==> src/hdl/ddma_pkg.sv <==
`timescale 1ns / 1ps

package ddma_pkg;

    localparam int DEF_CHANNELS        = 16;
    localparam int DEF_REQ_MAP_ENTRIES = 40;
    localparam int DEF_MAX_CHAIN       = 4096;

    localparam logic [1:0] CMD_REG_RD   = 2'd0;
    localparam logic [1:0] CMD_REG_WR   = 2'd1;
    localparam logic [1:0] CMD_BUS_RESP = 2'd2;
    localparam logic [1:0] CMD_BUS_ACK  = 2'd3;

    localparam logic [11:0] DINT_OFF  = 12'h0F0;
    localparam logic [11:0] RMAP_BASE = 12'h100;
    localparam logic [11:0] CREG_BASE = 12'h200;

    localparam logic [31:0] ST_RUN     = 32'h8000_0000;
    localparam logic [31:0] ST_NODESC  = 32'h4000_0000;
    localparam logic [31:0] ST_STOPIE  = 32'h2000_0000;
    localparam logic [31:0] ST_STOPPED = 32'h0000_0008;
    localparam logic [31:0] ST_FLAGS   = 32'h0000_0007;
    localparam logic [31:0] ST_ENDI    = 32'h0000_0004;
    localparam logic [31:0] ST_STARTI  = 32'h0000_0002;
    localparam logic [31:0] ST_BUSERR  = 32'h0000_0001;
    localparam logic [31:0] ST_RW_MASK = ST_RUN | ST_NODESC | ST_STOPIE;

    localparam int CM_INCS_BIT    = 31;
    localparam int CM_INCT_BIT    = 30;
    localparam int CM_STARTIE_BIT = 22;
    localparam int CM_ENDIE_BIT   = 21;
    localparam int CM_WIDTH_LSB   = 14;
    localparam logic [31:0] CM_LEN = 32'h0000_1FFF;

    localparam logic [1:0] REG_NEXT = 2'd0;
    localparam logic [1:0] REG_SRC  = 2'd1;
    localparam logic [1:0] REG_TGT  = 2'd2;
    localparam logic [1:0] REG_CMD  = 2'd3;

    localparam logic [1:0] SIZE_BYTE = 2'd0;
    localparam logic [1:0] SIZE_HALF = 2'd1;
    localparam logic [1:0] SIZE_WORD = 2'd2;

    typedef struct packed {
        logic accept;
        logic reg_access;
        logic buserr;
        logic stop;
        logic desc_issue;
        logic desc_store;
        logic xfer_start;
        logic unit_write;
        logic unit_next;
        logic done;
        logic chain_inc;
        logic kick;
        logic load_out;
    } ddma_op_t;

    typedef struct packed {
        logic [1:0] cmd;
        logic       ok;
        logic       run;
        logic       nodesc;
        logic       next_end;
        logic       len_zero;
        logic       more;
        logic       limit;
        logic       pend_any;
        logic       idx_last;
        logic       out_free;
    } ddma_stat_t;

    function automatic logic [1:0] unit_code(input logic [1:0] wfield);
        logic [1:0] code;
        case (wfield)
            2'd1:    code = SIZE_BYTE;
            2'd2:    code = SIZE_HALF;
            default: code = SIZE_WORD;
        endcase
        return code;
    endfunction

endpackage

==> src/hdl/ddma_ctrl.sv <==
`timescale 1ns / 1ps

module ddma_ctrl
    import ddma_pkg::*;
(
    input  logic       clk,
    input  logic       rst_n,
    input  logic       s_tvalid,
    output logic       s_tready,
    input  ddma_stat_t stat,
    output ddma_op_t   op
);

    localparam logic [2:0] S_IDLE = 3'd0;
    localparam logic [2:0] S_EXEC = 3'd1;
    localparam logic [2:0] S_DESC = 3'd2;
    localparam logic [2:0] S_XFER = 3'd3;
    localparam logic [2:0] S_DONE = 3'd4;
    localparam logic [2:0] S_KICK = 3'd5;

    localparam logic [1:0] PH_IDLE  = 2'd0;
    localparam logic [1:0] PH_DESC  = 2'd1;
    localparam logic [1:0] PH_READ  = 2'd2;
    localparam logic [1:0] PH_WRITE = 2'd3;

    logic [2:0] state_reg, state_next;
    logic [1:0] phase_reg, phase_next;

    always_ff @(posedge clk or negedge rst_n)
    begin
        if (!rst_n)
        begin
            state_reg <= S_IDLE;
            phase_reg <= PH_IDLE;
        end
        else
        begin
            state_reg <= state_next;
            phase_reg <= phase_next;
        end
    end

    assign s_tready = (state_reg == S_IDLE);

    always_comb
    begin
        op         = '0;
        state_next = state_reg;
        phase_next = phase_reg;
        case (state_reg)
            S_IDLE:
            begin
                if (s_tvalid)
                begin
                    op.accept  = 1'b1;
                    state_next = S_EXEC;
                end
            end
            S_EXEC:
            begin
                state_next = S_KICK;
                if (stat.cmd == CMD_REG_RD || stat.cmd == CMD_REG_WR)
                begin
                    op.reg_access = 1'b1;
                end
                else if (stat.cmd == CMD_BUS_RESP && phase_reg == PH_DESC)
                begin
                    if (!stat.ok)
                    begin
                        op.buserr  = 1'b1;
                        op.stop    = 1'b1;
                        phase_next = PH_IDLE;
                    end
                    else
                    begin
                        op.desc_store = 1'b1;
                        if (stat.idx_last)
                            state_next = S_XFER;
                    end
                end
                else if (stat.cmd == CMD_BUS_RESP && phase_reg == PH_READ)
                begin
                    if (!stat.ok)
                    begin
                        op.buserr  = 1'b1;
                        op.stop    = 1'b1;
                        phase_next = PH_IDLE;
                    end
                    else
                    begin
                        op.unit_write = 1'b1;
                        phase_next    = PH_WRITE;
                    end
                end
                else if (stat.cmd == CMD_BUS_ACK && phase_reg == PH_WRITE)
                begin
                    if (!stat.ok)
                    begin
                        op.buserr  = 1'b1;
                        op.stop    = 1'b1;
                        phase_next = PH_IDLE;
                    end
                    else if (stat.more)
                    begin
                        op.unit_next = 1'b1;
                        phase_next   = PH_READ;
                    end
                    else
                    begin
                        state_next = S_DONE;
                    end
                end
            end
            S_DESC:
            begin
                state_next = S_KICK;
                if (!stat.run || (!stat.nodesc && stat.next_end))
                begin
                    op.stop    = 1'b1;
                    phase_next = PH_IDLE;
                end
                else if (stat.nodesc)
                begin
                    state_next = S_XFER;
                end
                else
                begin
                    op.desc_issue = 1'b1;
                    phase_next    = PH_DESC;
                end
            end
            S_XFER:
            begin
                if (stat.len_zero)
                begin
                    state_next = S_DONE;
                end
                else
                begin
                    op.xfer_start = 1'b1;
                    phase_next    = PH_READ;
                    state_next    = S_KICK;
                end
            end
            S_DONE:
            begin
                op.done = 1'b1;
                if (stat.nodesc || stat.limit)
                begin
                    op.stop    = 1'b1;
                    phase_next = PH_IDLE;
                    state_next = S_KICK;
                end
                else
                begin
                    op.chain_inc = 1'b1;
                    state_next   = S_DESC;
                end
            end
            S_KICK:
            begin
                if (phase_reg == PH_IDLE && stat.pend_any)
                begin
                    op.kick    = 1'b1;
                    state_next = S_DESC;
                end
                else if (stat.out_free)
                begin
                    op.load_out = 1'b1;
                    state_next  = S_IDLE;
                end
            end
            default:
            begin
                state_next = S_IDLE;
            end
        endcase
    end

endmodule

==> config.mk <==
export PLATFORM = sky130hd
export DESIGN_NAME = ddma_ctrl
export DESIGN_NICKNAME = d
export VERILOG_FILES = /design/src/hdl/ddma_pkg.sv /design/src/hdl/ddma_ctrl.sv
export SDC_FILE = /design/constraint.sdc
export NUM_CORES = 1
export LEC_CHECK = 0
export BUFFER_PORTS_ARGS = -buffer_cell sky130_fd_sc_hd__buf_4
export CAP_MARGIN = 5
export CORE_MARGIN = 1
export CORE_UTILIZATION = 40
export DETAILED_ROUTE_END_ITERATION = 8
export MAX_ROUTING_LAYER = met4
export PLACE_DENSITY = 0.78
export SLEW_MARGIN = 10
export SYNTH_ARGS = -nofsm -noshare
export SYNTH_HDL_FRONTEND = slang
export SYNTH_SLANG_ARGS = --single-unit
==> constraint.sdc <==
create_clock -name clk -period 2.3 [get_ports clk]
set_clock_uncertainty 0.1 [all_clocks]
set_input_delay 0.46 -clock clk [delete_from_list [all_inputs] [get_ports clk]]
set_output_delay 0.46 -clock clk [all_outputs]
set_load 0.05 [all_outputs]
==> impl_metrics.yaml, run 1 <==
logic_synthesis:
  synth_fp_nets: 106
  synth-seq-cells: 5
  synthFlopType: "dfrtp_1"
  synth_warnings: 0
  synth_cell_types: 37
  synth_top_family_by_area: "simple AND/OR/NAND/NOR gates"
  ys_seq_area_frac: 0.193
  synth_top_area_share: 0.193
  synth_cells: 91
  synth_edf_count: 0
  synth.area.top_cells: "dfrtp_1 (19%), nor2_1 (6.4%), nand2_1 (4.1%)"
  yosys.area.top_type: "dfrtp_1"
  synthSimpleGateAreaFrac: 0.419
  synth_fa_ha_area_frac: 0
  ys_top_cells_by_count: "nor2_1 (11), nand2_1 (7), a21oi_1 (5), dfrtp_1 (5)"
  yosysMostFrequentCell: "nor2_1"
  netlist_area_um2: 648
  avgSynthCellArea_um2: 7.12
  synth_compound_area_frac: 0.218
  synthArstFlopShare: 1.00
  synth-xor-area-share: 0.0270
  muxShareOfSynthArea: 0.0386
worst_setup_path:
  reg2reg_setup_slack_ps: 320
  crit_start: "state_reg[2]"
  arrival_ps: 1640
  timing.rr.start: "state_reg[1]"
  cp-end-kind: "output pin"
  path_max_fanout: 8
  critical_path_class: "flop to output pin"
  crit_required_ps: 1740
  critPathLaunchType: "flop"
routing:
  wire_per_inst_um: 12.5
  dr.pass1.iters: 4
  ant_nets: 0
  dr.first_iter.drc_count: 22
  viasPerCell: 5.69
  wirelength_um: 1750
  drcViolationCount: 0
  vias: 797
floorplan:
  num_rows: 14
  start_util: 0.430
  die_y_um: 42.3
  coreArea_mm2: 0.00151
  dieArea_mm2: 0.00179
  die_x_um: 42.3
  pin_count: 29
final_layout:
  largest_register_ffs: 3
  drive_gt1_frac: 0.444
  diodes: 0
  area_growth_pct: 48.5
  fin_util: 0.639
  nets: 140
pwr:
  leakagePower_nw: 0.410
  power.share.switching: 0.530
  sequentialPowerShare: 0.184
  p_total_mw: 1.20
  p_clk_frac: 0.082
  p_switching_mw: 0.633
  p_int_mw: 0.562
  p_per_area_mw_per_mm2: 1240
  vdd_drop_max_mv: 0.690
  p_comb_frac: 0.735
sta:
  max_slew_margin: 0.792
  min_period_over_period: 0.957
  min_period_ps: 2200
  worst_pin_slew_ps: 312
  hold_violations: 0
  grt_setup_unrepaired: "no"
  setup_viol: 0
  drv_slew: 0
  fmax_ghz: 0.455
clock_network:
  cts_made_buffers: 3
  htree_num_levels: 1
  clock_latency_ps: 230
  cts_tree: "built"
  cts_root_buffer: "clkbuf_4"
  clkSinkCount: 5
  path_clk_slew_ps: 40
  cts_max_path_buffers: 2
grt:
  grt_max_degree: 15
  grt_pass1_vias: 659
  grt-ovfl-total: 0
  grt_pass1_wl_um: 2680
  antenna_found_initial: 0
  gr-usage-all-layers: 0.198
worst_hold_path:
  hp-start: "stat[0]"
  hold_path_class: "input pin to flop"
run_status:
  status: "finished clean"
placed_design:
  gp_congestion: 0.824
  portBuffers: 28
  hpwl_um: 1420
run:
  maxCapViolCount: 0
## critical path: stages (launching register included)
cell and delay [ps]:
dfrtp_2 450, nor3b_2 260, nand2_1 150, nor3_2 200, o21bai_1 130, buf_4 210
## area by class of cell
type / count / area (um2)
well taps: 16 / 20.0
fillers: 142 / 544
flip-flops and latches: 5 / 128
multi-input cells: 74 / 492
repair buffers: 36 / 273
clock buffers: 4 / 26.3
inverters: 5 / 23.8
## metal layers
metal	vias up	global-route usage	share of wire
li1	395	-	-
met1	374	0.249	0.44
met2	26	0.342	0.50
met3	2	0.0129	0.046
met4	0	0.0563	0.0080
met5	-	-	0
## power by group through the flow
stage | clock network (mW) | logic [mW] | registers [mW]
finish | 0.0978 | 0.878 | 0.219
global route | 0.104 | 0.941 | 0.229
CTS | 0.102 | 0.865 | 0.213
detailed placement | 0 | 0.862 | 0.214
global placement | 0 | 0.853 | 0.213
floorplan | 0 | 0.722 | 0.153
## final timing paths
check                                     to  cells after the start
min in group asynchronous       state_reg[1]                      2
worst max register to register  phase_reg[1]                      5
max in group asynchronous       state_reg[0]                      2
worst min-delay path            state_reg[0]                      3
worst min register to register  phase_reg[0]                      2
worst max-delay path                   op[9]                      5
## repair_timing
action                     in CTS  in global routing
buffers inserted                0                  1
gates resized for setup         0                  2
hold buffers                    1                  0
setup endpoints to repair       0                  1
hold endpoints to repair        5                  0
## per-stage QoR
| step | std cells | TNS [ps] | instance area, um2 | setup slack, ps | hold slack, ps |
|---|---|---|---|---|---|
| after floorplan | 91 | -428 | 684 | -297 | 64.4 |
| after global routing | 140 | 0 | 962 | 16.4 | 441 |
| final | 140 | 0 | 962 | 99.8 | 423 |
| after detailed placement | 134 | 0 | 916 | 303 | 164 |
| after global placement | 134 | 0 | 916 | 319 | 163 |
| after CTS | 139 | 0 | 952 | 44.6 | 430 |
## cell usage in the layout, fill, tap and decap left out, types with 3 or more instances in the layout
cell      instances
a21oi_1           5
a31oi_1           3
buf_4            35
clkbuf_4          3
dfrtp_1           3
inv_1             4
nand2_1           7
nand2b_1          3
nand3_1           3
nand3b_1          3
nor2_1           10
nor4_2            3
o21ai_0           4
## cell families after synthesis
family                    count (synthesis)
buffers and inverters                    12
DFF                                       5
xor gates and xnor gates                  2
muxes                                     2
AOI/OAI and AO/OA                        22
and+or+nand+nor                          48
No activity file was read; power rests on OpenSTA's default activity.
==> inputs of run 2 (changes only) <==
--- a/config.mk
+++ b/config.mk
@@ -7,11 +7,12 @@
 export LEC_CHECK = 0
 export BUFFER_PORTS_ARGS = -buffer_cell sky130_fd_sc_hd__buf_4
 export CAP_MARGIN = 5
-export CORE_MARGIN = 1
-export CORE_UTILIZATION = 40
+export CORE_MARGIN = 8
+export CORE_UTILIZATION = 45
 export DETAILED_ROUTE_END_ITERATION = 8
+export GPL_TIMING_DRIVEN = 0
 export MAX_ROUTING_LAYER = met4
-export PLACE_DENSITY = 0.78
+export PLACE_DENSITY = 0.85
 export SLEW_MARGIN = 10
 export SYNTH_ARGS = -nofsm -noshare
 export SYNTH_HDL_FRONTEND = slang
==> run 2 against run 1 <==
- count of clock-buffer cells in the layout did not move
- worst hold slack worse by 8.9 ps
- die area up 63%
- critical path depth rose by 1
- worst setup slack got worse by 36 ps
- flip-flop and latch count unchanged
- sequential share of layout area fell by 0.28 points
- critical endpoint unchanged
- sequential power is 25% lower
- fmax down 1.6%
- combinational power increased by 12%
- non-clock buffer count unchanged
- highest routed layer unchanged
- final cell count is 0.71% lower
==> impl_metrics.yaml, run 2 (synthesized netlist as in run 1, its figures left out) <==
placed_design:
  preCtsSetupSlack_ps: 62.5
  gp_congestion: 0.871
  portBuffers: 27
  hpwl_um: 1540
run:
  maxCapViolCount: 0
floorplan:
  die_y_um: 54.0
  num_rows: 13
  start_util: 0.492
  coreArea_mm2: 0.00132
  die_x_um: 54.0
  pin_count: 29
  dieArea_mm2: 0.00291
clock_network:
  cts_max_path_buffers: 2
  cts_made_buffers: 3
  clock_latency_ps: 250
  clkSinkCount: 5
  cts_root_buffer: "clkbuf_4"
  path_clk_slew_ps: 50
  cts_tree: "built"
  htree_num_levels: 1
worst_hold_path:
  hold_path_class: "input pin to flop"
  hp-start: "stat[0]"
pwr:
  p_per_area_mw_per_mm2: 1290
  vdd_drop_max_mv: 0.757
  p_total_mw: 1.25
  leakagePower_nw: 0.417
final_layout:
  regArea_um2: 126
  area_growth_pct: 50.2
  largest_register_ffs: 3
  fillers: 113
  fin_util: 0.739
  diodes: 0
  final_cell_mix: "buf_4 (30), nor2_1 (10), nand2_1 (6)"
  nets: 140
  final_common_cell: "buf_4"
  multi_input_area_um2: 507
  drive_gt1_frac: 0.444
grt:
  antenna_found_initial: 0
  grt_pass1_vias: 722
  grt_max_degree: 11
  gr-usage-all-layers: 0.145
  grt_pass1_wl_um: 3220
  grt-ovfl-total: 0
routing:
  ant_nets: 0
  wirelength_um: 2010
  dr.first_iter.drc_count: 21
  wire_per_inst_um: 14.5
  vias: 818
  dr.pass1.iters: 4
  drcViolationCount: 0
  viasPerCell: 5.88
sta:
  min_period_ps: 2240
  worst_pin_slew_ps: 420
  hold_ws_ps: 414
  setup_tns_ps: 0
  setup_slack_ps: 63.5
  setup_viol: 0
  fmax_ghz: 0.447
  min_period_over_period: 0.972
  hold_violations: 0
  max_slew_margin: 0.717
  drv_slew: 0
worst_setup_path:
  cp-end-kind: "output pin"
  timing.rr.start: "state_reg[2]"
  crit_required_ps: 1740
  crit_start: "state_reg[2]"
  arrival_ps: 1680
  path_max_fanout: 3
  critical_path_class: "flop to output pin"
  critPathLaunchType: "flop"
run_status:
  status: "finished clean"
## run 2: timing repair
action,in CTS,in global routing
buffers inserted,0,1
endpoints found under the hold margin,5,0
pin swaps,0,3
endpoints found under the setup margin,6,5
gates resized for setup,2,8
hold buffers,1,0
## run 2: per-layer routing
layer,GRT usage,up-vias,part of all wire
met2,0.230,30,0.50
met3,0.0331,2,0.065
met5,-,-,0
met1,0.180,388,0.43
met4,0.0378,0,0.0095
li1,-,398,-
## run 2: final cells by class
type	instances	share of cell area
inverters	5	0.0244
flip-flops and latches	5	0.130
plain buffers	7	0.0527
clock buffers	4	0.0270
multi-input cells	74	0.521
well taps	15	0.0193
repair buffers	29	0.226
## run 2: through the flow
step | cells | area [um2]
final | 139 | 973
after global routing | 139 | 973
after CTS | 138 | 945
after detailed placement | 133 | 906
after global placement | 133 | 906
after floorplan | 91 | 684
## run 2: power breakdown
group	leakage (nW)	switching, mW	internal (mW)
logic	0.341	0.603	0.381
registers	0.0611	0.0332	0.132
clock network	0.0150	0.0390	0.0658
total	0.417	0.675	0.579
## run 2: worst max-delay path, cell delays in order, from the launching register on
cell      delay [ps]
dfrtp_1          370
buf_6            120
nor3b_4          240
nand2_2          140
nor3_4           220
o21bai_1         130
buf_4            210
## run 2: worst paths after layout
check | cells after the start | to | slack (ps)
setup / recovery | 6 | op[9] | 60
hold / removal | 3 | state_reg[0] | 410
max in group asynchronous | 2 | state_reg[1] | 1530
setup reg to reg | 7 | phase_reg[1] | 290
hold reg to reg | 3 | state_reg[2] | 550
min in group asynchronous | 2 | state_reg[2] | 450
